===== src/hw/rtl/binomial_coefficient_mod_prime_top_defines.svh =====
// ----------------------------------------------------------------------------
// Assertion macros for the binomial coefficient block
// Shared property forms, clocked on clk and idle while arst_n is low.
// ----------------------------------------------------------------------------
`ifndef BINOMIAL_COEFFICIENT_MOD_PRIME_TOP_DEFINES_SVH
`define BINOMIAL_COEFFICIENT_MOD_PRIME_TOP_DEFINES_SVH

// Same-cycle implication
`define BCM_ASSERT_NOW(lbl, ante, cons, msg) \
	lbl: assert property (@(posedge clk) disable iff (!arst_n) (ante) |-> (cons)) else $error(msg);

// Next-cycle implication
`define BCM_ASSERT_NEXT(lbl, ante, cons, msg) \
	lbl: assert property (@(posedge clk) disable iff (!arst_n) (ante) |=> (cons)) else $error(msg);

`endif


===== src/hw/rtl/bcm_pkg.sv =====
// ----------------------------------------------------------------------------
// bcm_pkg
// Types, codes and widths shared by the binomial coefficient block.
// ----------------------------------------------------------------------------
package bcm_pkg;

	localparam int unsigned MW = 31;  // modulus and residue width
	localparam int unsigned NW = 12;  // width of n and k

	localparam logic CMD_REBUILD = 1'b0;
	localparam logic CMD_QUERY   = 1'b1;

	localparam logic [1:0] ST_OK        = 2'd0;
	localparam logic [1:0] ST_NOT_READY = 2'd1;
	localparam logic [1:0] ST_NO_INV    = 2'd2;

	typedef struct packed {
		logic          command;
		logic [NW-1:0] n_value;
		logic [NW-1:0] k_value;
	} bcm_req_t;

	typedef struct packed {
		logic [MW-1:0] coefficient;
		logic [1:0]    status;
	} bcm_rsp_t;

	typedef enum logic [4:0] {
		S_IDLE,
		S_RB_ZERO,
		S_RB_ONE,
		S_FACT_STEP,
		S_FACT_WAIT,
		S_EUC_TEST,
		S_EUC_DIV_WAIT,
		S_EUC_MUL,
		S_EUC_MUL_WAIT,
		S_INV_INIT,
		S_INV_STEP,
		S_INV_WAIT,
		S_Q_RD1,
		S_Q_RD2,
		S_Q_MUL1_WAIT,
		S_Q_MUL2_WAIT,
		S_RESULT
	} bcm_state_t;

endpackage


===== src/hw/rtl/bcm_div.sv =====
// ----------------------------------------------------------------------------
// bcm_div
// Restoring divider, one quotient bit per cycle; divisor must be non-zero.
// ----------------------------------------------------------------------------
module bcm_div
	import bcm_pkg::*;
(
	input  logic          clk,
	input  logic          arst_n,
	input  logic          start,
	input  logic [MW-1:0] dividend,
	input  logic [MW-1:0] divisor,
	output logic          done,
	output logic [MW-1:0] quo,
	output logic [MW-1:0] rem
);

	logic          busy_q;
	logic          done_q;
	logic [4:0]    cnt_q;
	logic [MW-1:0] quo_q, rem_q, d_q;
	logic [MW:0]   trial;
	logic          fits;

	// Shift in the next dividend bit and try a subtract
	always_comb begin
		trial = {rem_q, quo_q[MW-1]};
		fits  = (trial >= {1'b0, d_q});
	end

	// Control
	always_ff @(posedge clk or negedge arst_n) begin
		if (!arst_n) begin
			busy_q <= 1'b0;
			done_q <= 1'b0;
			cnt_q  <= '0;
		end else begin
			done_q <= 1'b0;
			if (start) begin
				busy_q <= 1'b1;
				cnt_q  <= 5'(MW - 1);
			end else if (busy_q) begin
				if (cnt_q == '0) begin
					busy_q <= 1'b0;
					done_q <= 1'b1;
				end else begin
					cnt_q <= cnt_q - 5'd1;
				end
			end
		end
	end

	// Quotient and partial remainder
	always_ff @(posedge clk) begin
		if (start) begin
			quo_q <= dividend;
			rem_q <= '0;
			d_q   <= divisor;
		end else if (busy_q) begin
			quo_q <= {quo_q[MW-2:0], fits};
			rem_q <= fits ? MW'(trial - {1'b0, d_q}) : trial[MW-1:0];
		end
	end

	assign done = done_q;
	assign quo  = quo_q;
	assign rem  = rem_q;

endmodule

===== config.mk =====
export PLATFORM = sky130hd
export DESIGN_NAME = bcm_div
export DESIGN_NICKNAME = d
export VERILOG_FILES = /design/src/hw/rtl/binomial_coefficient_mod_prime_top_defines.svh /design/src/hw/rtl/bcm_pkg.sv /design/src/hw/rtl/bcm_div.sv
export SDC_FILE = /design/constraint.sdc
export NUM_CORES = 1
export LEC_CHECK = 0
export BUFFER_PORTS_ARGS = -buffer_cell sky130_fd_sc_hd__buf_2
export CAP_MARGIN = 10
export CELL_PAD_IN_SITES_DETAIL_PLACEMENT = 1
export CELL_PAD_IN_SITES_GLOBAL_PLACEMENT = 1
export CORE_ASPECT_RATIO = 0.8
export CORE_MARGIN = 8
export CORE_UTILIZATION = 40
export CTS_CLUSTER_DIAMETER = 80
export DETAILED_ROUTE_END_ITERATION = 10
export PLACE_DENSITY_LB_ADDON = 0.1
export SYNTH_ARGS = -nofsm -noshare
export SYNTH_HDL_FRONTEND = slang
export SYNTH_SLANG_ARGS = --single-unit

===== constraint.sdc =====
create_clock -name clk -period 3.2 [get_ports clk]
set_clock_uncertainty 0.05 [all_clocks]
set_input_delay 0.64 -clock clk [delete_from_list [all_inputs] [get_ports clk]]
set_output_delay 0.64 -clock clk [all_outputs]
set_load 0.1 [all_outputs]

==> After elaboration in Yosys (flattened, before gate mapping) <==
Index checks and enable logic that the tools add are counted.
{ "classes": {"n_eq_ne": 1, "n_lt_le_gt_ge": 1, "add_sub_neg": 2, "reduce_logical": 3, "n_mux": 12} }
{ "op_table": {"columns": ["operator", "n"], "rows": [
  ["$mux 31", 3],
  ["$ge 32x31->1", 1],
  ["$sub 31x31->31", 1],
  ["$mux 5", 3],
  ["$mux 1", 6],
  ["$logic_not 5->1", 1],
  ["$sub 5x1->5 const B", 1],
  ["$ne 2x2->1 const B", 1],
  ["$reduce_and 2->1", 1],
  ["$reduce_bool 2->1", 1]
]} }
{ "totals": {"word_cells": 25, "input_bits": 65, "out_inout_bits": 63, "ff_bits": 100} }

==> Logic depth before layout (Yosys ltp) <==
{ "depth": {"word_depth": 4, "ltp_mapped": 12, "depth_no_buf": 11} }

==> Worst setup path before layout <==
No wires, ideal clock.
{ "synth_path": {"kind": "reg-to-reg", "startpoint": "register rem_q[10] (netlist: rem[10])", "endpoint": "register quo_q[0] (netlist: quo[0]) (data pin)", "required_time_ns": 2.890, "slack_ns": 0.029, "period_less_slack_ns": 3.171, "t_arrival_ns": 2.861, "path_stages_with_launch": 10, "path_buffers": 2, "setup_time_ns": 0.260, "cell_sequence": "dfxtp_1 ha_1 buf_4 a21oi_4 o211ai_1 a41oi_2 o211ai_2 a211o_1 buf_4 mux2_2"} }
{ "synth_via": {"elab_chain_cells": 3} }
{ "synth_rtl": {"columns": ["item", "line", "text"], "rows": [
  ["start: declaration", "bcm_div.sv:21", "logic [MW-1:0] quo_q, rem_q, d_q;"],
  ["start signal: assignment", "bcm_div.sv:61", "rem_q <= fits ? MW'(trial - {1'b0, d_q}) : trial[MW-1:0];"],
  ["$ge 32x31->1", "bcm_div.sv:28", "fits = (trial >= {1'b0, d_q});"],
  ["$mux 31", "bcm_div.sv:59", "end else if (busy_q) begin"],
  ["$mux 31", "bcm_div.sv:55", "if (start) begin"],
  ["end signal: assignment", "bcm_div.sv:56", "quo_q <= dividend;"],
  ["end signal: assignment", "bcm_div.sv:60", "quo_q <= {quo_q[MW-2:0], fits};"],
  ["end: declaration", "bcm_div.sv:21", null]
]} }
Every way passes these cells. The select of a mux whose other input is x is not followed.
A chain may end at the register's enable or synchronous reset.

==> Worst setup path after layout <==
{ "layout_path": {"startpoint": "register rem_q[0] (netlist: rem[0])", "endpoint": "register rem_q[27] (netlist: rem[27])"} }
{ "layout_via": {"elab_chain_cells": 2, "elab_cells_between_ends": 3, "cone_classes": "add/sub: 1; order compare: 1; mux: 1"} }
{ "layout_rtl": {"columns": ["item", "line"], "rows": [
  ["$sub 31x31->31 / $ge 32x31->1 (equally long branches)", "bcm_div.sv:61, bcm_div.sv:28"],
  ["$mux 31 *", "bcm_div.sv:61"]
]} }
Every way passes the cells marked *; elsewhere a longest branch is shown, timed or not.

==> results.json <==
{
  "timing.final.crit_share_pct": 91.0,
  "setup_viol": 0,
  "p_leak_nw": 3.11,
  "wl_um": 17800,
  "multi_input_area_um2": 2940,
  "fillers": 1661,
  "post-cts-setup-buffers": 0,
  "gr-total-overflow": 0,
  "post-dp-hpwl_um": 13600,
  "final.setup.tns_ns": 0,
  "cp.required_ns": 3.39,
  "firstDrtPassIters": 5,
  "ys_warn_count": 0,
  "fin_area_um2": 7060,
  "endpoint": "rem[27]",
  "cellInternalPower_mw": 2.25,
  "total_power_mw": 3.33,
  "cp_max_fo": 4,
  "cts_resized": 0,
  "placed_cell_area_um2": 6750,
  "maxSlewHeadroom_pct": 42.8,
  "yosys-top-cells-area": "edfxtp_1 32%, dfxtp_1 11%, ha_1 7.0%, mux2_2 5.9%, a21oi_1 4.3%",
  "clkTransAtPathRegs_ns": 0.07,
  "r2r_start": "rem[0]",
  "final_cells": 904,
  "async_flop_share_pct": 7.00,
  "start_util_pct": 41.1,
  "hold_path_class": "primary input to async pin",
  "period_minus_slack_ns": 2.91,
  "tightest_slew_ns": 0.855,
  "endpoint_kind": "register",
  "crit_start": "rem[0]",
  "fin_ws_ns": 0.288,
  "hold_viol_final": 0,
  "ant_nets": 0,
  "rsz0062_at_grt": "no",
  "ctsHoldBuffers": 0,
  "clock_tree.root_cell": "clkbuf_16",
  "antenna_cells": 0,
  "coreArea_um2": 14300,
  "viasPerCell": 5.59,
  "clock-sinks": 100,
  "fmax_ghz": 0.343,
  "htreeDepth": 3,
  "worstSkewPairLatency_ns": 0.35,
  "cap_violations": 0,
  "power_frac_seq_pct": 44.9,
  "synth_enable_flop_cells": 62,
  "syn_to_final_growth_pct": 19.8,
  "clockBufferDepth": 2,
  "path_class": "register to register",
  "p_clk_share_pct": 33.7,
  "combPwrFrac_pct": 21.5,
  "yosysMostFrequentCell": "edfxtp_1",
  "rows": 39,
  "dieArea_um2": 18900,
  "start_kind": "register",
  "r2r_cells": 9,
  "r2r_end": "rem[27]",
  "gp_congestion": 0.846,
  "p_switching_mw": 1.08,
  "grt_max_degree": 57,
  "track_usage_pct": 19.2,
  "num_vias": 5055,
  "seq_area_um2": 2660,
  "initialDrtViolationCount": 277,
  "grt_pass1_wl_um": 28900,
  "grt_pass1_vias": 5408,
  "vdd_ir_drop_max_mv": 0.288,
  "ioPinCount": 128,
  "antenna_found_initial": 0,
  "syn_area_per_cell_um2": 9.97,
  "die_h_um": 125,
  "dieWidth_um": 152,
  "synth_top_area_cell": "edfxtp_1",
  "ys_top_cells_by_count": "62 x edfxtp_1, 51 x a21oi_1, 50 x nor2_1",
  "critical_path_arrival_ns": 3.10,
  "syn_inst": 591,
  "reg2reg_setup_slack_ns": 0.29,
  "drive_gt1_share_pct": 28.2,
  "io_buffers": 127,
  "ys_seq_area_share_pct": 45.1,
  "dp.cells": 888,
  "pwr_density_cell_nw_per_um2": 472,
  "netlist_area_um2": 5890,
  "tritoncts": "built",
  "place_ws_ns": 0.115,
  "finalNetCount": 814,
  "slew_violations": 0,
  "status": "complete, no violations",
  "synth_fp_nets": 690,
  "synth_top_cell_area_share_pct": 31.6,
  "swShare_pct": 32.4,
  "yosys_register_bits": 100,
  "cts_buffers": 9,
  "synth-main-ff-cell": "edfxtp_1",
  "detail_route.wl_per_cell_um": 19.7,
  "synthDistinctLibCells": 63,
  "drc": 0
}
[worst min-delay path by stage]
stage | end | slack (ns) | cells past startpoint
2_1_floorplan | busy_q | 0.29 | 0
5_1_grt | busy_q | 0.06 | 1
6_report | busy_q | 0.05 | 1
3_3_place_gp | cnt_q[3] | 0.43 | 1
3_5_place_dp | cnt_q[4] | 0.44 | 1
4_1_cts | cnt_q[3] | 0.05 | 1
[cell type report]
class / instances / area share, %
Multi-Input combinational cell: 420 / 41.7
Sequential cell: 100 / 37.7
Timing Repair Buffer: 141 / 10.9
Tap cell: 184 / 3.26
Clock buffer: 10 / 3.24
Inverter: 43 / 2.29
Clock inverter: 6 / 0.957
[kinds of logic (layout without fill, tap and decap cells)]
family | count (synthesis) | in the layout | share of synthesized area (%)
AO/OA/AOI/OAI | 171 | 171 | 19.5
AND/OR/NAND/NOR | 154 | 154 | 12.4
flip-flops | 100 | 100 | 45.1
buffers and inverters | 71 | 200 | 5.08
multiplexers | 36 | 36 | 6.78
adder cells (fa/ha/maj) | 34 | 34 | 7.35
XOR/XNOR | 25 | 25 | 3.72
[registers in the layout, indices dropped and copies added (netlist names)]
signal / count
d_q: 31
quo: 31
cnt_q: 5
done: 1
busy_q: 1
rem: 31
[routing by layer]
metal,vias up,share of wire (%),global-route usage [%]
met1,2470,45,25.1
met3,21,8.3,6.75
met5,-,0,0
met2,142,45,29.3
met4,0,1.4,5.81
li1,2422,-,-
[power groups by stage]
stage	Combinational (mW)	Sequential, mW	Clock [mW]
finish	0.715	1.49	1.12
detailed placement	0.714	1.52	0
global placement	0.700	1.52	0
CTS	0.717	1.50	1.16
global route	0.758	1.51	1.20
floorplan	0.232	1.83	0
[placed cells by master (no fill, tap or decap), types with 12 or more instances in the layout]
master	Yosys	final
xnor2_1	13	13
nand2_1	38	38
nor3_1	13	13
ha_1	33	33
o21ai_0	30	30
xor2_1	12	12
inv_1	42	42
mux2_2	31	31
a211oi_1	18	18
dfxtp_1	31	31
edfxtp_1	62	62
buf_2	8	126
a21oi_1	51	51
nor2_1	50	50
buf_4	4	13
[critical path, cell delays in order (launching register included)]
cell      delay [ns]
dfxtp_1         0.43
ha_1            0.28
nor2b_1         0.15
o31ai_1         0.35
a21oi_1         0.16
a211oi_2        0.37
o21ai_0         0.29
a21oi_1         0.39
xor2_1          0.22
o22ai_1         0.09
[stage by stage]
| stage | hold WS, ns | util (%) |
|---|---|---|
| floorplan | 0.294 | - |
| global placement | 0.429 | 47.1 |
| detailed placement | 0.437 | 47.1 |
| CTS | 0.0467 | 49.1 |
| global route | 0.0617 | 49.2 |
| finish | 0.0530 | 49.2 |
Note: power is estimated with default switching activity, not from simulation.
