--- src/hw/rtl/binomial_coefficient_mod_prime_top_defines.svh ---
// ----------------------------------------------------------------------------
// Assertion macros for the binomial coefficient block
// Shared property forms, clocked on clk and idle while arst_n is low.
// ----------------------------------------------------------------------------
`ifndef BINOMIAL_COEFFICIENT_MOD_PRIME_TOP_DEFINES_SVH
`define BINOMIAL_COEFFICIENT_MOD_PRIME_TOP_DEFINES_SVH

// Same-cycle implication
`define BCM_ASSERT_NOW(lbl, ante, cons, msg) \
	lbl: assert property (@(posedge clk) disable iff (!arst_n) (ante) |-> (cons)) else $error(msg);

// Next-cycle implication
`define BCM_ASSERT_NEXT(lbl, ante, cons, msg) \
	lbl: assert property (@(posedge clk) disable iff (!arst_n) (ante) |=> (cons)) else $error(msg);

`endif

--- src/hw/rtl/bcm_pkg.sv ---
// ----------------------------------------------------------------------------
// bcm_pkg
// Types, codes and widths shared by the binomial coefficient block.
// ----------------------------------------------------------------------------
package bcm_pkg;

	localparam int unsigned MW = 31;  // modulus and residue width
	localparam int unsigned NW = 12;  // width of n and k

	localparam logic CMD_REBUILD = 1'b0;
	localparam logic CMD_QUERY   = 1'b1;

	localparam logic [1:0] ST_OK        = 2'd0;
	localparam logic [1:0] ST_NOT_READY = 2'd1;
	localparam logic [1:0] ST_NO_INV    = 2'd2;

	typedef struct packed {
		logic          command;
		logic [NW-1:0] n_value;
		logic [NW-1:0] k_value;
	} bcm_req_t;

	typedef struct packed {
		logic [MW-1:0] coefficient;
		logic [1:0]    status;
	} bcm_rsp_t;

	typedef enum logic [4:0] {
		S_IDLE,
		S_RB_ZERO,
		S_RB_ONE,
		S_FACT_STEP,
		S_FACT_WAIT,
		S_EUC_TEST,
		S_EUC_DIV_WAIT,
		S_EUC_MUL,
		S_EUC_MUL_WAIT,
		S_INV_INIT,
		S_INV_STEP,
		S_INV_WAIT,
		S_Q_RD1,
		S_Q_RD2,
		S_Q_MUL1_WAIT,
		S_Q_MUL2_WAIT,
		S_RESULT
	} bcm_state_t;

endpackage

--- src/hw/rtl/bcm_mulmod.sv ---
// ----------------------------------------------------------------------------
// bcm_mulmod
// Bit-serial modular multiplier: res = a * b mod m, one bit of b per cycle,
// both operands below m. Done pulses in the cycle after the last step.
// ----------------------------------------------------------------------------
module bcm_mulmod
	import bcm_pkg::*;
(
	input  logic          clk,
	input  logic          arst_n,
	input  logic          start,
	input  logic [MW-1:0] a,
	input  logic [MW-1:0] b,
	input  logic [MW-1:0] m,
	output logic          done,
	output logic [MW-1:0] res
);

	logic          busy_q;
	logic          done_q;
	logic [4:0]    cnt_q;
	logic [MW-1:0] r_q, a_q, b_q, m_q;
	logic [MW:0]   dbl, dbl_red, sum, sum_red;

	// Double, reduce, add the selected multiple, reduce
	always_comb begin
		dbl     = {r_q, 1'b0};
		dbl_red = (dbl >= {1'b0, m_q}) ? dbl - {1'b0, m_q} : dbl;
		sum     = b_q[cnt_q] ? dbl_red + {1'b0, a_q} : dbl_red;
		sum_red = (sum >= {1'b0, m_q}) ? sum - {1'b0, m_q} : sum;
	end

	// Control
	always_ff @(posedge clk or negedge arst_n) begin
		if (!arst_n) begin
			busy_q <= 1'b0;
			done_q <= 1'b0;
			cnt_q  <= '0;
		end else begin
			done_q <= 1'b0;
			if (start) begin
				busy_q <= 1'b1;
				cnt_q  <= 5'(MW - 1);
			end else if (busy_q) begin
				if (cnt_q == '0) begin
					busy_q <= 1'b0;
					done_q <= 1'b1;
				end else begin
					cnt_q <= cnt_q - 5'd1;
				end
			end
		end
	end

	// Operands and running remainder
	always_ff @(posedge clk) begin
		if (start) begin
			r_q <= '0;
			a_q <= a;
			b_q <= b;
			m_q <= m;
		end else if (busy_q) begin
			r_q <= sum_red[MW-1:0];
		end
	end

	assign done = done_q;
	assign res  = r_q;

endmodule

--- config.mk ---
export PLATFORM = sky130hd
export DESIGN_NAME = bcm_mulmod
export DESIGN_NICKNAME = d
export VERILOG_FILES = /design/src/hw/rtl/binomial_coefficient_mod_prime_top_defines.svh /design/src/hw/rtl/bcm_pkg.sv /design/src/hw/rtl/bcm_mulmod.sv
export SDC_FILE = /design/constraint.sdc
export NUM_CORES = 1
export LEC_CHECK = 0
export BUFFER_PORTS_ARGS = -buffer_cell sky130_fd_sc_hd__buf_2
export CAP_MARGIN = 15
export CORE_ASPECT_RATIO = 1.25
export CORE_UTILIZATION = 40
export DETAILED_ROUTE_END_ITERATION = 6
export PLACE_DENSITY = 0.69
export SETUP_SLACK_MARGIN = 0.5
export SLEW_MARGIN = 20
export SYNTH_ARGS = -nofsm -noshare
export SYNTH_HDL_FRONTEND = slang
export SYNTH_SLANG_ARGS = --single-unit
export TNS_END_PERCENT = 20
--- constraint.sdc ---
create_clock -name clk -period 8.1 [get_ports clk]
set_clock_uncertainty 0.2 [all_clocks]
set_input_delay 0.81 -clock clk [delete_from_list [all_inputs] [get_ports clk]]
set_output_delay 0.81 -clock clk [all_outputs]
set_load 0.005 [all_outputs]
### Word level (Yosys, flattened, before mapping)

Cells that the tools add are included.

| word-level totals | value |
|---|---|
| flip-flop bits (word level) | 131 |
| input port bits | 96 |
| output and inout bits | 32 |

| cells by class | value |
|---|---|
| add/subtract/negate cells | 4 |
| order comparisons | 3 |
| equal/unequal tests | 1 |
| muxes and demuxes | 14 |
| reductions and logical operators | 3 |

Operators by type and width:

| cell | number |
|---|---|
| $ge 32x31->1 | 2 |
| $mux 32 | 2 |
| $add 32x31->32 | 1 |
| $sub 32x31->32 | 1 |
| $mux 31 | 1 |
| $sub 31x31->31 | 1 |
| $mux 5 | 3 |
| $mux 1 | 7 |
| $lt 5x6->1 const B | 1 |
| $bmux 1 s5 | 1 |
| $logic_not 5->1 | 1 |
| $sub 5x1->5 const B | 1 |
| $ne 2x2->1 const B | 1 |
| $reduce_and 2->1 | 1 |
| $reduce_bool 2->1 | 1 |

### Logic depth before layout (Yosys ltp)

| depth | value |
|---|---|
| word-level depth | 6 |
| gate-level depth with buffers | 36 |

### Least setup slack after synthesis

OpenSTA, ideal clock, no wires.

| path | value |
|---|---|
| path type | flip-flop to flip-flop |
| from | register m_q[23] |
| to | register r_q[24], in the netlist res[24] |
| setup time | 0.122 ns |
| arrival time | 6.699 ns |
| data required time | 7.778 ns |
| slack | 1.080 ns |
| stages on the path, launching flop included | 36 |
| buffers on the path | 4 |
| period minus slack after synthesis | 7.020 ns |
| cell sequence | edfxtp_1 inv_1 ha_1 buf_6 and4_4 buf_6 and2_4 a221oi_2 o311ai_1 o21ai_2 buf_2 clkbuf_1 nor2_1 ha_1 inv_1 fa_1 nor2b_1 o31ai_1 a21o_1 o211a_1 o21a_1 o21bai_1 a31oi_1 o21ai_0 xor2_1 mux2_2 ha_1 nand3_1 nor4_1 nand2_1 o21a_1 a31oi_1 and3b_1 mux2i_4 nor2_1 a221o_1 |

| on the way | value |
|---|---|
| longest elaborated chain between the ends | 6 |

RTL lines:

| what | line | RTL |
|---|---|---|
| from (decl) | bcm_mulmod.sv:22 | `logic [MW-1:0] r_q, a_q, b_q, m_q;` |
| from (signal assigned) | bcm_mulmod.sv:61 | `m_q <= m;` |
| $sub 32x31->32 or $ge 32x31->1 (tied branches) | bcm_mulmod.sv:28 | `dbl_red = (dbl >= {1'b0, m_q}) ? dbl - {1'b0, m_q} : dbl;` |
| $mux 32 | bcm_mulmod.sv:28 |  |
| $add 32x31->32 | bcm_mulmod.sv:29 | `sum = b_q[cnt_q] ? dbl_red + {1'b0, a_q} : dbl_red;` |
| $mux 32 | bcm_mulmod.sv:29 |  |
| $sub 31x31->31 or $ge 32x31->1 (tied branches) | bcm_mulmod.sv:30 | `sum_red = (sum >= {1'b0, m_q}) ? sum - {1'b0, m_q} : sum;` |
| $mux 31 * | bcm_mulmod.sv:30 |  |
| to (signal assigned) | bcm_mulmod.sv:63 | `r_q <= sum_red[MW-1:0];` |
| to (decl) | bcm_mulmod.sv:22 |  |

Every way passes the cells marked *; elsewhere a longest branch is shown, timed or not.
A chain may end at the register's enable or synchronous reset.

### Worst setup path after layout

| path | value |
|---|---|
| from | register m_q[23] |
| to | register r_q[26], in the netlist res[26] |

Same word-level chain as after synthesis.

==> impl_metrics.json <==
{
  "num_rows": 66,
  "vdd_drop_max_uv": 248,
  "post-place-ws_ns": -0.127,
  "htree_levels": 4,
  "powerDensity_nw_per_um2": 445,
  "grt-busiest-layer": "met2",
  "leakage_nw": 6.05,
  "netlist_area_um2": 10600,
  "n_fill_cell": 2317,
  "drc_errors": 0,
  "grt_setup_unrepaired": "yes",
  "end_kind": "register",
  "max_stage_delay_ns": 0.40,
  "min_period_over_period_pct": 92.4,
  "io_pins": 128,
  "final_util_pct": 53.9,
  "synth-edff-count": 93,
  "yosysWarningCount": 0,
  "tightest_slew_ns": 0.844,
  "place_congestion": 0.951,
  "synth_cells": 1126,
  "dr.pass1.iters": 7,
  "path_clk_slew_ns": 0.08,
  "crit_type": "reg -> reg",
  "relSlewSlack_pct": 43.8,
  "outcome": "finished, final reports clean",
  "cp.arrival_ns": 7.64,
  "core_region_area_um2": 26000,
  "clock_latency_ns": 0.45,
  "cts_made_buffers": 17,
  "cpMostUsedCell": "buf_4",
  "min_path_type": "in -> reg",
  "grt_pass1_wl_um": 48300,
  "antenna_found_initial": 0,
  "met1_usage_pct": 27.4,
  "regArea_um2": 3590,
  "grt_use_met2_pct": 40.5,
  "period_minus_slack_ns": 7.48,
  "drt_iter0_markers": 672,
  "cp_slowest_cell": "edfxtp_1",
  "nNetsFinal": 1564,
  "via_count": 9826,
  "dieArea_um2": 27100,
  "area.growth.synth_to_final_pct": 32.4,
  "chipHeight_um": 184,
  "die_w_um": 147,
  "hold_viol": 0,
  "grtUsageTotal_pct": 23.0,
  "dp_hpwl_um": 23400,
  "root_buffer": "clkbuf_16",
  "clk_path_buf_depth": 2,
  "drv_slew": 0,
  "setup_viol": 0,
  "wl_per_cell_um": 19.0,
  "ys_ff_latch": 131,
  "ys_dominant_reg_cell": "edfxtp_1",
  "fin_ws_ns": 0.615,
  "async_flop_share_pct": 5.34,
  "synth_nets": 1320,
  "finalWirelength_um": 32700,
  "grt_overflow_total": 0,
  "setup_tns_ns": 0,
  "grt_pass1_vias": 9377,
  "worst_ep_required_time_ns": 8.25,
  "vias_per_cell": 5.70,
  "yosysSeqAreaShare_pct": 33.9,
  "drive_gt1_share_pct": 34.0,
  "diodes": 0,
  "fmax_mhz": 134,
  "grt_max_degree": 73,
  "multi_input_area_um2": 7370,
  "synthDistinctLibCells": 81,
  "drv_cap": 0,
  "antenna_left": 0,
  "numPortBuffers": 127,
  "hold_ws_ns": 0.329,
  "use_met3_pct": 3.55,
  "crit_fanout": 8,
  "start_util_pct": 40.7,
  "cts.sinks": 131,
  "cts_tree": "built",
  "cp-start-kind": "register",
  "avgSynthCellArea_um2": 9.40
}
-- layer usage --
metal,wire [um],part of all wire [%],vias up
li1,-,-,4733
met1,13400,41,4681
met2,16600,51,341
met3,1480,4.5,71
met4,1160,3.6,0
met5,0,0,-
-- flip-flops by register name, summed over array words and instances (netlist names) --
register,flops
a_q,31
b_q,31
m_q,31
res,31
cnt_q,5
busy_q,1
done,1
-- cells in the mapped netlist, types with 4 or more instances --
library cell / count / area share [%]
a211o_1: 11 / 0.91
a211oi_1: 35 / 2.5
a21boi_0: 5 / 0.35
a21o_1: 39 / 2.8
a21oi_1: 96 / 4.5
a311oi_1: 4 / 0.33
a31oi_1: 15 / 0.89
and2_1: 10 / 0.59
and3_1: 7 / 0.41
buf_2: 7 / 0.33
buf_6: 7 / 0.74
clkbuf_1: 29 / 1.0
dfrtp_1: 7 / 1.7
dfxtp_1: 31 / 5.9
edfxtp_1: 93 / 26
ha_1: 95 / 11
inv_1: 51 / 1.8
mux2_2: 24 / 2.6
mux2i_1: 29 / 2.7
mux4_2: 7 / 1.5
nand2_1: 83 / 2.9
nand2b_1: 20 / 1.2
nand3_1: 22 / 1.0
nand4_1: 14 / 0.83
nor2_1: 85 / 3.0
nor2b_1: 9 / 0.53
nor3_1: 21 / 0.99
nor4_1: 4 / 0.24
o211a_1: 6 / 0.57
o211ai_1: 14 / 0.99
o21a_1: 18 / 1.3
o21ai_0: 57 / 2.7
o21ai_1: 4 / 0.19
o21bai_1: 10 / 0.71
o31ai_1: 13 / 0.92
or2_2: 4 / 0.24
or3_1: 4 / 0.24
xnor2_1: 44 / 3.6
xor2_1: 33 / 2.7
-- placed cells by master (no fill, tap or decap), types with 9 or more instances in the layout --
cell type,Yosys,final
nor3_1,21,18
o31ai_1,13,11
mux2_2,24,22
o21a_1,18,16
o21ai_0,57,37
o21ai_1,4,14
nand2_1,83,80
ha_2,0,10
nand4_1,14,14
ha_4,0,23
buf_2,7,126
buf_4,0,123
mux2i_1,29,27
edfxtp_1,93,93
a21oi_1,96,82
buf_6,7,9
a211oi_2,1,9
a31oi_1,15,9
ha_1,95,62
a21o_1,39,38
and2_1,10,10
xor2_1,33,33
a21oi_2,3,15
a211o_1,11,11
a211oi_1,35,26
inv_1,51,44
xnor2_1,44,43
o211ai_1,14,14
clkbuf_16,0,19
dfxtp_1,31,31
o21ai_2,1,9
nand3_1,22,21
nand2b_1,20,20
nor2_1,85,84
-- final cells by class --
cell class	count	area share [%]
multi-input combinational	899	52.6
sequential	131	25.6
timing repair buffer	269	13.4
clock buffer	18	3.06
tap	340	3.04
inverter	52	1.39
clock inverter	14	0.839
-- report_power, final --
group / switching (W) / total, W / internal [W]
combinational: 0.00235 / 0.00458 / 0.00223
sequential: 0.0000925 / 0.000920 / 0.000828
clock: 0.000342 / 0.000742 / 0.000400
total: 0.00278 / 0.00624 / 0.00346
-- final timing paths --
path	startpoint	endpoint	slack, ns	cells past startpoint
worst max-delay path	m_q[23]	res[26]	0.62	39
worst min-delay path	a[6]	a_q[6]	0.33	1
worst max register to register	m_q[23]	res[26]	0.62	39
worst min register to register	res[5]	res[5]	0.35	2
min in group asynchronous	arst_n	cnt_q[2]	0.54	2
max in group asynchronous	arst_n	busy_q	6.98	2
-- critical path, delay by kind of cell, from the launching register on --
family	cells	cell delay (ns)
buffers and inverters	16	2.18
AOI/OAI and AO/OA	11	2.08
and+or+nand+nor	6	1.04
adders and majority gates	3	0.79
muxes	2	0.61
DFF	1	0.40
xor gates and xnor gates	1	0.05
-- kinds of logic (layout without fill, tap and decap cells) --
kind of cell	Yosys count	after routing	share of synthesized area, %
AO/OA/AOI/OAI	366	366	23.6
AND/OR/NAND/NOR	297	297	13.4
flip-flops	131	131	33.9
adder cells (fa/ha/maj)	98	98	11.8
buffers and inverters	96	353	3.98
XOR/XNOR	77	77	6.37
multiplexers	61	61	7.00
-- per-stage QoR --
stage / cells / power (W) / cell area (um^2)
2_1_floorplan: 1126 / 0.00350 / 10600
3_3_place_gp: 1635 / 0.00458 / 12100
3_5_place_dp: 1635 / 0.00461 / 12100
4_1_cts: 1689 / 0.00568 / 13200
5_1_grt: 1723 / 0.00661 / 14000
6_report: 1723 / 0.00624 / 14000
-- repair_timing --
action,4_1_cts,5_1_grt
endpoints found under the hold margin,7,0
buffers inserted,20,32
hold buffers,1,0
cloned,1,2
endpoints found under the setup margin,31,31
gates resized for setup,55,122
pin swaps,21,56
Power figures use the tool's default switching activity.
